### src/design/rtrd_pkg.sv
`default_nettype none
// ----------------------------------------------------------------------------
// rtrd_pkg
// Shared types and codes for the run-length texel decoder.
// ----------------------------------------------------------------------------
package rtrd_pkg;

    localparam int CB_W = 18;   // compressed size register width

    // decoder phase
    localparam logic [1:0] PH_CODE = 2'd0;
    localparam logic [1:0] PH_LIT  = 2'd1;
    localparam logic [1:0] PH_REP  = 2'd2;

    // end status codes
    localparam logic [2:0] ST_OK        = 3'd0;
    localparam logic [2:0] ST_ODD       = 3'd1;
    localparam logic [2:0] ST_LIT_PAST  = 3'd2;
    localparam logic [2:0] ST_OVERFLOW  = 3'd3;
    localparam logic [2:0] ST_TRUNC     = 3'd4;

    typedef struct packed {
        logic [13:0] run_start;
        logic [15:0] run_length;
        logic [15:0] texel_value;
        logic [2:0]  status;
        logic        last;
    } result_t;

endpackage
`default_nettype wire

### src/design/rtrd_decode_core.sv
`default_nettype none
// ----------------------------------------------------------------------------
// rtrd_decode_core
// Decoder state and the per-word step: consumes one coded word per enabled
// cycle until decoding ends and produces at most one run record.
// ----------------------------------------------------------------------------
module rtrd_decode_core
    import rtrd_pkg::*;
#(
    parameter int TEX_WIDTH  = 128,
    parameter int TEX_HEIGHT = 128
)
(
    input  wire logic            clk,
    input  wire logic            rst_n,
    input  wire logic            cfg_we,
    input  wire logic [CB_W-1:0] cfg_bytes,
    input  wire logic            step_en,
    input  wire logic [15:0]     word,
    output logic                 res_valid,
    output result_t              res
);

    localparam int TEXEL_TOTAL = TEX_WIDTH * TEX_HEIGHT;
    localparam int POS_W       = $clog2(TEXEL_TOTAL + 1);
    localparam int SUM_W       = ((POS_W > 16) ? POS_W : 16) + 1;
    localparam logic [SUM_W-1:0] TOTAL_S = SUM_W'(TEXEL_TOTAL);

    logic [CB_W-1:0]  cb_reg;
    logic [1:0]       phase_reg, phase_next;
    logic [15:0]      lit_left_reg, lit_left_next;
    logic [14:0]      rep_cnt_reg, rep_cnt_next;
    logic [POS_W-1:0] pos_reg, pos_next;
    logic [CB_W-1:0]  used_reg, used_next;
    logic             halted_reg, halted_next;
    logic [2:0]       end_st_reg, end_st_next;

    logic [CB_W:0]    used_p2;
    logic [CB_W+1:0]  lit_end, rep_end;
    logic [15:0]      sub;
    logic [SUM_W-1:0] lit_pos_end, rep_pos_end;
    logic [31:0]      pos_wide, pos_next_wide;
    logic             ended;

    assign used_p2     = {1'b0, used_reg} + (CB_W+1)'(2);
    assign sub         = 16'(17'h10000 - {1'b0, word});
    assign lit_end     = {1'b0, used_p2} + (CB_W+2)'({sub, 1'b0});
    assign rep_end     = {1'b0, used_p2} + (CB_W+2)'(2);
    assign lit_pos_end = SUM_W'(pos_reg) + SUM_W'(sub);
    assign rep_pos_end = SUM_W'(pos_reg) + SUM_W'(word[14:0]);
    assign pos_wide      = 32'(pos_reg);
    assign pos_next_wide = 32'(pos_next);

    always_comb
    begin
        phase_next    = phase_reg;
        lit_left_next = lit_left_reg;
        rep_cnt_next  = rep_cnt_reg;
        pos_next      = pos_reg;
        used_next     = used_reg;
        halted_next   = halted_reg;
        end_st_next   = end_st_reg;
        res_valid     = 1'b0;
        ended         = 1'b0;
        res.run_start   = pos_wide[13:0];
        res.run_length  = '0;
        res.texel_value = '0;
        res.status      = ST_OK;
        res.last        = 1'b1;

        if (halted_reg) begin
            res_valid  = 1'b1;
            res.status = end_st_reg;
        end else if (cb_reg[0]) begin
            res_valid   = 1'b1;
            halted_next = 1'b1;
            end_st_next = ST_ODD;
            res.status  = ST_ODD;
        end else if (used_reg >= cb_reg) begin
            res_valid   = 1'b1;
            halted_next = 1'b1;
            end_st_next = ST_OK;
        end else begin
            used_next = used_p2[CB_W-1:0];
            unique case (phase_reg)
                PH_LIT:
                begin
                    res_valid       = 1'b1;
                    res.run_length  = 16'd1;
                    res.texel_value = word;
                    pos_next        = pos_reg + POS_W'(1);
                    lit_left_next   = lit_left_reg - 16'd1;
                    if (lit_left_reg == 16'd1)
                        phase_next = PH_CODE;
                end
                PH_REP:
                begin
                    res_valid       = 1'b1;
                    res.run_length  = 16'(rep_cnt_reg);
                    res.texel_value = word;
                    pos_next        = pos_reg + POS_W'(rep_cnt_reg);
                    rep_cnt_next    = '0;
                    phase_next      = PH_CODE;
                end
                PH_CODE:
                begin
                    if (word[15]) begin
                        if ({2'b0, cb_reg} < lit_end) begin
                            ended      = 1'b1;
                            res.status = ST_LIT_PAST;
                        end else if (lit_pos_end > TOTAL_S) begin
                            ended      = 1'b1;
                            res.status = ST_OVERFLOW;
                        end else begin
                            lit_left_next = sub;
                            phase_next    = PH_LIT;
                        end
                    end else if (word != 16'd0) begin
                        if ({2'b0, cb_reg} < rep_end) begin
                            ended      = 1'b1;
                            res.status = ST_TRUNC;
                        end else if (rep_pos_end > TOTAL_S) begin
                            ended      = 1'b1;
                            res.status = ST_OVERFLOW;
                        end else begin
                            rep_cnt_next = word[14:0];
                            phase_next   = PH_REP;
                        end
                    end
                end
                default:
                begin
                    phase_next = PH_CODE;
                end
            endcase

            if (ended) begin
                // error: status-only record, run counters as they were
                res_valid     = 1'b1;
                halted_next   = 1'b1;
                end_st_next   = res.status;
                phase_next    = phase_reg;
                lit_left_next = lit_left_reg;
                rep_cnt_next  = rep_cnt_reg;
                pos_next      = pos_reg;
            end else if (used_p2 >= {1'b0, cb_reg}) begin
                halted_next = 1'b1;
                end_st_next = ST_OK;
                if (!res_valid) begin
                    res_valid     = 1'b1;
                    res.run_start = pos_next_wide[13:0];
                end
            end else begin
                res.last = 1'b0;
            end
        end
    end

    always_ff @(posedge clk or negedge rst_n)
    begin
        if (!rst_n) begin
            cb_reg       <= '0;
            phase_reg    <= PH_CODE;
            lit_left_reg <= '0;
            rep_cnt_reg  <= '0;
            pos_reg      <= '0;
            used_reg     <= '0;
            halted_reg   <= 1'b0;
            end_st_reg   <= ST_OK;
        end else if (cfg_we) begin
            cb_reg       <= cfg_bytes;
            phase_reg    <= PH_CODE;
            lit_left_reg <= '0;
            rep_cnt_reg  <= '0;
            pos_reg      <= '0;
            used_reg     <= '0;
            halted_reg   <= 1'b0;
            end_st_reg   <= ST_OK;
        end else if (step_en) begin
            phase_reg    <= phase_next;
            lit_left_reg <= lit_left_next;
            rep_cnt_reg  <= rep_cnt_next;
            pos_reg      <= pos_next;
            used_reg     <= used_next;
            halted_reg   <= halted_next;
            end_st_reg   <= end_st_next;
        end
    end

endmodule
`default_nettype wire

### src/design/rle_texel_run_decoder.sv
`default_nettype none
// ----------------------------------------------------------------------------
// rle_texel_run_decoder
// Run-length texel stream decoder, one coded word per request.
// ----------------------------------------------------------------------------
// Takes one 16-bit coded word per cycle while the output is not stalled and
// returns run records (start, length, value) with a status and a last flag.
// A word is registered on acceptance and decoded against the run state once
// the output register is empty or being read, and its record is loaded into
// the output register at the end of that cycle. The rate is set by the
// update of the run counters and byte count in the decode cycle. Writing
// compressed_bytes restarts decoding; write it only while no request is in flight.
module rle_texel_run_decoder
    import rtrd_pkg::*;
#(
    parameter int TEX_WIDTH  = 128,
    parameter int TEX_HEIGHT = 128
)
(
    input  wire logic            clk,
    input  wire logic            rst_n,
    input  wire logic            compressed_bytes_wr,
    input  wire logic [CB_W-1:0] compressed_bytes,
    input  wire logic            in_valid,
    output logic                 in_ready,
    input  wire logic [15:0]     code_word,
    output logic                 out_valid,
    input  wire logic            out_ready,
    output logic [13:0]          run_start,
    output logic [15:0]          run_length,
    output logic [15:0]          texel_value,
    output logic [2:0]           status,
    output logic                 last
);

    logic        in_valid_reg;
    logic [15:0] in_word_reg;
    logic        out_valid_reg, out_valid_next;
    result_t     out_data_reg;
    logic        advance;
    logic        res_valid;
    result_t     res;

    assign advance  = in_valid_reg && (!out_valid_reg || out_ready);
    assign in_ready = !in_valid_reg || advance;

    rtrd_decode_core #(
        .TEX_WIDTH  (TEX_WIDTH),
        .TEX_HEIGHT (TEX_HEIGHT)
    ) u_core (
        .clk       (clk),
        .rst_n     (rst_n),
        .cfg_we    (compressed_bytes_wr),
        .cfg_bytes (compressed_bytes),
        .step_en   (advance),
        .word      (in_word_reg),
        .res_valid (res_valid),
        .res       (res)
    );

    assign out_valid_next = advance ? res_valid : (out_valid_reg && !out_ready);

    always_ff @(posedge clk or negedge rst_n)
    begin
        if (!rst_n) begin
            in_valid_reg  <= 1'b0;
            out_valid_reg <= 1'b0;
        end else begin
            if (in_ready)
                in_valid_reg <= in_valid;
            out_valid_reg <= out_valid_next;
        end
    end

    always_ff @(posedge clk)
    begin
        if (in_valid && in_ready)
            in_word_reg <= code_word;
        if (advance)
            out_data_reg <= res;
    end

    assign out_valid   = out_valid_reg;
    assign run_start   = out_data_reg.run_start;
    assign run_length  = out_data_reg.run_length;
    assign texel_value = out_data_reg.texel_value;
    assign status      = out_data_reg.status;
    assign last        = out_data_reg.last;

endmodule
`default_nettype wire

### config.mk
export PLATFORM = sky130hd
export DESIGN_NAME = rle_texel_run_decoder
export DESIGN_NICKNAME = d
export VERILOG_FILES = /design/src/design/rtrd_pkg.sv /design/src/design/rtrd_decode_core.sv /design/src/design/rle_texel_run_decoder.sv
export SDC_FILE = /design/constraint.sdc
export NUM_CORES = 1
export LEC_CHECK = 0
export BUFFER_PORTS_ARGS = -buffer_cell sky130_fd_sc_hd__buf_4
export CORE_ASPECT_RATIO = 1.75
export CORE_UTILIZATION = 60
export DETAILED_ROUTE_END_ITERATION = 10
export PLACE_DENSITY_LB_ADDON = 0.1
export SLEW_MARGIN = 20
export SYNTH_ARGS = -nofsm -noshare
export SYNTH_HDL_FRONTEND = slang
export SYNTH_HIERARCHICAL = 1
export SYNTH_SLANG_ARGS = --single-unit
### constraint.sdc
create_clock -name clk -period 6.8 [get_ports clk]
set_input_delay 0 -clock clk [delete_from_list [all_inputs] [get_ports clk]]
set_output_delay 0 -clock clk [all_outputs]
set_load 0.01 [all_outputs]
After elaboration in Yosys (flattened, before gate mapping):

Index checks and enable logic that the tools add are counted.

* flip-flop bits (word level): 156
* input bits: 39
* logic and storage cells: 172

* $lt $le $gt $ge: 6
* $add $sub $neg: 9
* eq/ne operators: 20
* reduce and logical (&&, ||, !) cells: 23
* mux-type cells: 97

Operators by type and width (count)
* $mux W15: 16
* $mux W16: 9
* $mux W46: 2
* $mux W18: 5
* $pmux W31 S2: 1
* $pmux W15 S2: 2
* $mux W50: 1
* $mux W14: 3
* $mux W3: 14
* $lt A18 B20 Y1: 2
* $gt A17 B15 Y1 const B: 2
* $pmux W16 S2: 1
* $mux W2: 15
* $mux W1: 27
* $add A19 B17 Y20: 1
* $add A19 B2 Y20 const B: 1
* $add A18 B2 Y19 const B: 1
* $ge A19 B18 Y1: 1
* $ge A18 B18 Y1: 1
* $ne A3 B3 Y1 const B: 6
* $add A15 B16 Y17: 1
* $add A15 B15 Y16: 1
* $eq A16 B1 Y1 const B: 1
* $ne A4 B4 Y1 const B: 4
* 26 further kinds: 37

Depth between registers and ports, before layout:

Gate-level depths: netlist (run 1).

* depth after elaboration: 20
* mapped depth: 27
* mapped depth without buffers: 26

By module:

The synthesis (run 1) kept the hierarchy.

Modules (own cells, without submodules)
* rtrd_decode_core: cells each 1234, area an instance 9898.2 um^2, instances 1, sequential area each 2177.1 um^2
* rle_texel_run_decoder: cells each 75, area an instance 2088.3 um^2, instances 1, sequential area each 2031.9 um^2

Worst setup path before layout (run 1):

OpenSTA, ideal clock, no wires.

* kind: register to register
* start: reg u_core.used_reg[2]
* end: reg u_core.pos_reg[0]
* setup slack: 1690 ps
* data arrival time: 4978 ps
* setup time: 132 ps
* cell stages (with the launch flop): 28
* period minus slack after synthesis: 5110 ps
* cell sequence: dfrtp_1 -> ha_1 -> clkbuf_1 -> and3_1 -> and3_1 -> xnor2_1 -> inv_1 -> ha_1 -> nand4_1 -> o22ai_1 -> nor2_1 -> nand3_1 -> a21oi_1 -> nand2b_1 -> nor2_1 -> o31ai_1 -> ha_1 -> a21o_1 -> a211o_1 -> a21oi_1 -> o21ai_0 -> o2111ai_1 -> nor3b_4 -> a211o_4 -> nand3_2 -> buf_2 -> mux2i_1 -> nor2_1

* longest elaborated chain between the ends: 16

RTL lines
* from (decl): line rtrd_decode_core.sv:34 `logic [CB_W-1:0] used_reg, used_next;`
* from (signal assigned): line rtrd_decode_core.sv:184 `used_reg <= used_next;`
* $add A18 B2 Y19: line rtrd_decode_core.sv:45 `assign used_p2 = {1'b0, used_reg} + (CB_W+1)'(2);`
* $add A19 B2 Y20: line rtrd_decode_core.sv:48 `assign rep_end = {1'b0, used_p2} + (CB_W+2)'(2);`
* $lt A18 B20 Y1: line rtrd_decode_core.sv:119 `if ({2'b0, cb_reg} < rep_end) begin`
* $mux W1: line rtrd_decode_core.sv:119
* $mux W1: line rtrd_decode_core.sv:118 `end else if (word != 16'd0) begin`
* $mux W1: line rtrd_decode_core.sv:107 `if (word[15]) begin`
* $mux W1: line rtrd_decode_core.sv:85 `unique case (phase_reg)`
* $mux W1: line rtrd_decode_core.sv:79 `end else if (used_reg >= cb_reg) begin`
* $mux W1: line rtrd_decode_core.sv:74 `end else if (cb_reg[0]) begin`
* $mux W1: line rtrd_decode_core.sv:71 `if (halted_reg) begin`
* $mux W15: line rtrd_decode_core.sv:137 `if (ended) begin`
* $mux W15 *: line rtrd_decode_core.sv:79
* $mux W15 *: line rtrd_decode_core.sv:74
* $mux W15 *: line rtrd_decode_core.sv:71
* $mux W15 *: line rtrd_decode_core.sv:179 `end else if (step_en) begin`
* $mux W15 *: line rtrd_decode_core.sv:170 `end else if (cfg_we) begin`
* to (signal assigned): line rtrd_decode_core.sv:183 `pos_reg <= pos_next;`
* to (decl): line rtrd_decode_core.sv:33 `logic [POS_W-1:0] pos_reg, pos_next;`

Every way passes the cells marked *; elsewhere a longest branch is shown, timed or not. The select of a mux whose other input is x is not followed.
A chain may end at the register's enable or synchronous reset.

Worst setup path in the final report (run 1):

* start: reg u_core.used_reg[1]
* end: reg u_core.pos_reg[8]

Same word-level chain as after synthesis.

==> impl_metrics.ini, run 1 <==
[run_status]
status = completed

[floorplan]
ios = 91
rows = 68
die_x_um = 109
floorplan.initialDensity_pct = 61.0
fp.dieH_um = 189
coreArea_sq_mm = 0.0197
dieArea_sq_mm = 0.0206

[layout]
regArea_sq_mm = 0.00421
design_area_sq_mm = 0.0138
layout.nets = 1587
drive_gt1_share_pct = 11.7
area_growth_syn_to_layout_pct = 15.0
num_antenna_cells = 0
multiInputGateArea_sq_mm = 0.00732
final_common_cell = ha_1
layout_common_cells = ha_1 (135), nor2_1 (116), buf_4 (97)
largest_reg_flops = 18
fill_cells = 1563

[timing]
finalMaxSlewViolations = 0
hold_violations = 0
relSlewSlack_pct = 41.9
finalSetupViolCount = 0
grt_setup_unrepaired = false
max_freq_mhz = 161
setup_ws_ps = 580
fin_crit_sh_pct = 91.5
skew_ps = 12.3
worstMarginPinSlew_ps = 860
period_minus_slack_ps = 6220
setup_tns_ps = 0

[drt]
drtAntennaViolNets = 0
drt_iter0_drc = 693
dr.pass1.iters = 5
dr_total_vias = 10400
via_per_inst = 6.27
drc = 0
wl_mm = 34.4
wl_per_cell_um = 20.6

[global_route]
grt_first_pass_wirelength_mm = 54.0
gr-total-overflow = 0
grt_max_degree = 79
antenna_found_initial = 0
gr-usage-all-layers_pct = 34.9
grt_pass1_vias = 10600

[critical_path]
worstPathArrival_ps = 6510
critPathMaxStageDelay_ps = 490
critPathMostFrequentCell = ha_1
startpoint_type = flop
path_delay_family = simple AND/OR/NAND/NOR gates
cp-end-kind = flop
r2r-start = u_core/used_reg[1]
slowest_stage = dfrtp_1
critPathMaxFanout = 14
crit_start = u_core/used_reg[1]
critPathKind = reg2reg
required_ps = 7090
crit_buf_inv = 1

[yosys]
yosysSeqAreaShare_pct = 35.1
synthCells = 1309
syn_area_per_cell_sq_um = 9.16
netlist_area_sq_mm = 0.0120
async_flop_share_pct = 57.4
synth-edff-count = 66
synth_flop_cell = dfrtp_1
synth_cell_types = 85
yosysTopAreaCellShare_pct = 18.6
syn_nets = 1487
yosys_register_bits = 155
synth_area_leaders = dfrtp_1 (19%), edfxtp_1 (17%), ha_1 (14%)
yosys.area.top_type = dfrtp_1
yosys_warnings = 6

[clock_network]
path_clk_slew_ps = 70
clock_latency_ps = 450
htreeDepth = 4
cts_root_buffer = clkbuf_16
cts_resized = 0
numCtsBuffers = 17
clock_sinks = 155
clockBufferDepth = 2
cts_tree = done

[hold_path]
min_path_type = in2async

[flow_run]
cap_violations = 0

[placement]
place_area_sq_mm = 0.0128
dpl.hpwl_mm = 26.0
preCtsSetupSlack_ps = 729
gp_congestion = 0.955
port_buffers = 90

[power_and_ir_drop]
p_leak_nw = 6.20
powerDensity_mw_per_mm2 = 190
peakVddDrop_v = 0.000228
p_total_mw = 2.62
## logic make-up after synthesis
group | count (synthesis) | synth area share, %
adders and majority gates | 139 | 14.8
other | 1 | 0.0313
DFF | 155 | 35.1
muxes | 22 | 1.88
xor gates and xnor gates | 92 | 6.72
and+or+nand+nor | 440 | 19.0
AOI/OAI and AO/OA | 344 | 18.6
buffers and inverters | 116 | 3.85
## cells in the mapped netlist (all sizes together) (10+ instances only)
cell type / number
nor4: 12
a21o: 23
buf: 14
and3: 12
xor2: 41
a21oi: 85
nor3: 31
a22o: 16
nor2b: 15
or3: 12
nand4: 12
a211oi: 18
o21a: 15
inv: 62
o31ai: 10
nand3: 37
nand2b: 15
nor2: 116
nand2: 91
edfxtp: 66
o21ai: 95
ha: 135
mux2i: 18
xnor2: 51
dfrtp: 89
and2: 48
clkbuf: 40
## power breakdown
| part | total, mW | internal, mW | switching (mW) |
|---|---|---|---|
| combinational | 0.520 | 0.217 | 0.303 |
| clock | 0.998 | 0.537 | 0.461 |
| sequential | 1.10 | 1.04 | 0.0581 |
## metal layers
metal / up-vias / wire length [um] / global-route usage (%)
met1: 5012 / 11700 / 32.9
met3: 147 / 1320 / 6.13
li1: 4960 / - / -
met2: 330 / 18500 / 64.4
met4: 0 / 2830 / 27.4
met5: - / 0 / 0
## through the flow
stage / utilization, % / std cells / hold WS [ps]
2_1_floorplan: - / 1309 / -296
3_3_place_gp: 65.1 / 1597 / -18.3
3_5_place_dp: 65.1 / 1597 / -14.5
4_1_cts: 70.1 / 1667 / 58.9
5_1_grt: 70.1 / 1667 / 107
6_report: 70.1 / 1667 / 49.4
## cell type report
class                           count  share of cell area, %
Clock buffer                       18                   3.19
Clock inverter                     14                   1.23
Inverter                           62                   1.69
Multi-Input combinational cell   1038                   53.1
Sequential cell                   155                   30.5
Tap cell                          245                   2.22
Timing Repair Buffer              135                   8.04
## what timing repair did
| action | in CTS | in global routing |
|---|---|---|
| hold endpoints to repair | 70 | 0 |
| hold buffers | 38 | 0 |
| buffers inserted | 0 | 0 |
## final timing paths
kind	cells after the start	slack, ps	end
worst max-delay path	25	580	u_core/pos_reg[8]
worst min-delay path	2	50	u_core/cb_reg[4]
worst max register to register	25	580	u_core/pos_reg[8]
worst min register to register	2	520	u_core/lit_left_reg[14]
max in group asynchronous	3	5580	u_core/halted_reg
min in group clk	2	140	u_core/used_reg[6]
Note: power is estimated with default switching activity, not from simulation.
==> inputs of run 2 (changes only) <==
CELL_PAD_IN_SITES_DETAIL_PLACEMENT = 1   (was not set)
CELL_PAD_IN_SITES_GLOBAL_PLACEMENT = 1   (was not set)
CORE_UTILIZATION = 48   (was 60)
==> impl_metrics.ini, run 2 (same netlist as run 1, synthesis figures left out) <==
[placement]
dpl.hpwl_mm = 29.8
place_area_sq_mm = 0.0129
gp_congestion = 0.909
port_buffers = 90

[critical_path]
crit_path_end = u_core/pos_reg[0]
critPathKind = reg2reg
startpoint_type = flop
crit_start = u_core/used_reg[1]
r2r-start = u_core/used_reg[1]
r2r-end = u_core/pos_reg[0]
worstPathArrival_ps = 6370
worst_r2r_path_depth = 25
critPathMaxFanout = 14
cp-end-kind = flop
required_ps = 7100
r2r_setup_slack_ps = 730

[global_route]
grt_max_degree = 79
grt_first_pass_wirelength_mm = 61.4
gr-usage-all-layers_pct = 31.8
grt_pass1_vias = 11700
antenna_found_initial = 0
gr-total-overflow = 0

[power_and_ir_drop]
p_leak_nw = 6.21
clkPwrFrac_pct = 37.0
intPower_mw = 1.78
pwr-share-seq_pct = 42.2
switching_share_pct = 31.7
p_total_mw = 2.61
peakVddDrop_v = 0.000181
powerDensity_mw_per_mm2 = 188
power_frac_comb_pct = 20.8
power.switching_mw = 0.829

[layout]
layout.nets = 1590
final_common_cell = ha_1
area_growth_syn_to_layout_pct = 15.7
layout_common_cells = ha_1 (135), nor2_1 (116), buf_4 (100)
largest_reg_flops = 18
fill_cells = 2857
drive_gt1_share_pct = 11.8
num_antenna_cells = 0
design_area_sq_mm = 0.0139

[clock_network]
path_clk_slew_ps = 70
clockBufferDepth = 2
cts_root_buffer = clkbuf_16
clock_sinks = 155
htreeDepth = 4
clock_latency_ps = 450
cts_tree = done
numCtsBuffers = 17

[timing]
relSlewSlack_pct = 24.6
grt_setup_unrepaired = false
finalSetupViolCount = 0
hold_violations = 0
worstMarginPinSlew_ps = 1130
finalMaxSlewViolations = 0
max_freq_mhz = 165
period_minus_slack_ps = 6070
skew_ps = 15.1
fin_crit_sh_pct = 89.3
setup_tns_ps = 0

[drt]
wl_per_cell_um = 22.4
dr_total_vias = 10600
via_per_inst = 6.09
drt_iter0_drc = 489
drtAntennaViolNets = 0
drc = 0
wl_mm = 39.0
dr.pass1.iters = 5

[run_status]
status = completed

[floorplan]
dieArea_sq_mm = 0.0256
rows = 76
die_x_um = 121
fp.dieH_um = 211
coreArea_sq_mm = 0.0245
ios = 91
floorplan.initialDensity_pct = 48.9

[flow_run]
cap_violations = 0

[hold_path]
min_path_type = in2async
## run 2: cell types whose count changed in the layout (fill, tap and decap cells not counted), sizes merged
cell / change
inv: -1
buf: +3
clkinv: +2
clkinvlp: -1
## run 2: critical path, cell delays in order, from the launching register on
cell,delay [ps]
dfrtp_1,490
ha_1,340
and3_1,260
and3_1,220
xnor2_1,300
inv_1,140
ha_1,400
nand4_1,150
nor3_1,70
nor2_1,300
nand3_1,120
a21oi_1,220
nand2b_1,170
nand2b_1,60
a21oi_1,170
xor2_1,90
ha_1,300
nand4_1,90
o31a_1,340
o21ai_0,290
o2111ai_1,230
nor3b_4,290
a211o_4,200
nand3_4,310
mux2i_1,280
nor2_1,60
## run 2: worst min path at each step
stage / startpoint / endpoint / slack (ps)
floorplan: rst_n / in_valid_reg / -300
global placement: rst_n / u_core/used_reg[5] / -50
detailed placement: rst_n / u_core/used_reg[5] / -40
CTS: rst_n / u_core/used_reg[5] / 20
global route: rst_n / u_core/used_reg[4] / 50
finish: rst_n / u_core/used_reg[5] / 20
## run 2: power by group through the flow
stage               Clock (mW)  Combinational (mW)  Sequential [mW]
CTS                      0.993               0.543             1.10
global placement             0               0.502             1.12
detailed placement           0               0.520             1.12
floorplan                    0               0.317             1.11
global route              1.02               0.599             1.11
finish                   0.966               0.543             1.10
## run 2: timing repair
item                                    4_1_cts  5_1_grt
hold endpoints to repair                     63        0
hold buffers                                 38        0
buffers inserted                              0        0
resized for setup                             0        1
endpoints found under the setup margin        0        4
## run 2: layout make-up
cell class              instances  area [sq um]  share of cell area, %
multi-input cells            1038          7330                   52.8
flip-flops and latches        155          4210                   30.3
repair buffers                138          1130                   8.15
clock buffers                  18           429                   3.09
well taps                     312           390                   2.81
inverters                      62           233                   1.68
clock inverters                14           151                   1.09
## run 2: metrics by stage
step / worst slack [ps] / std cells / utilization, % / hold slack [ps]
final: 729 / 1737 / 56.5 / 17.7
after global routing: 234 / 1737 / 56.5 / 47.3
after CTS: 459 / 1737 / 56.5 / 16.4
after detailed placement: 527 / 1667 / 52.6 / -44.9
after global placement: 794 / 1667 / 52.6 / -50.4
after floorplan: 1690 / 1309 / - / -296
## run 2: per-layer routing
metal / GRT usage, % / wire, um / vias up
met3: 4.29 / 1020 / 120
li1: - / - / 4952
met2: 61.8 / 21700 / 243
met5: 0 / 0 / -
met4: 21.8 / 2640 / 0
met1: 29.9 / 13600 / 5268
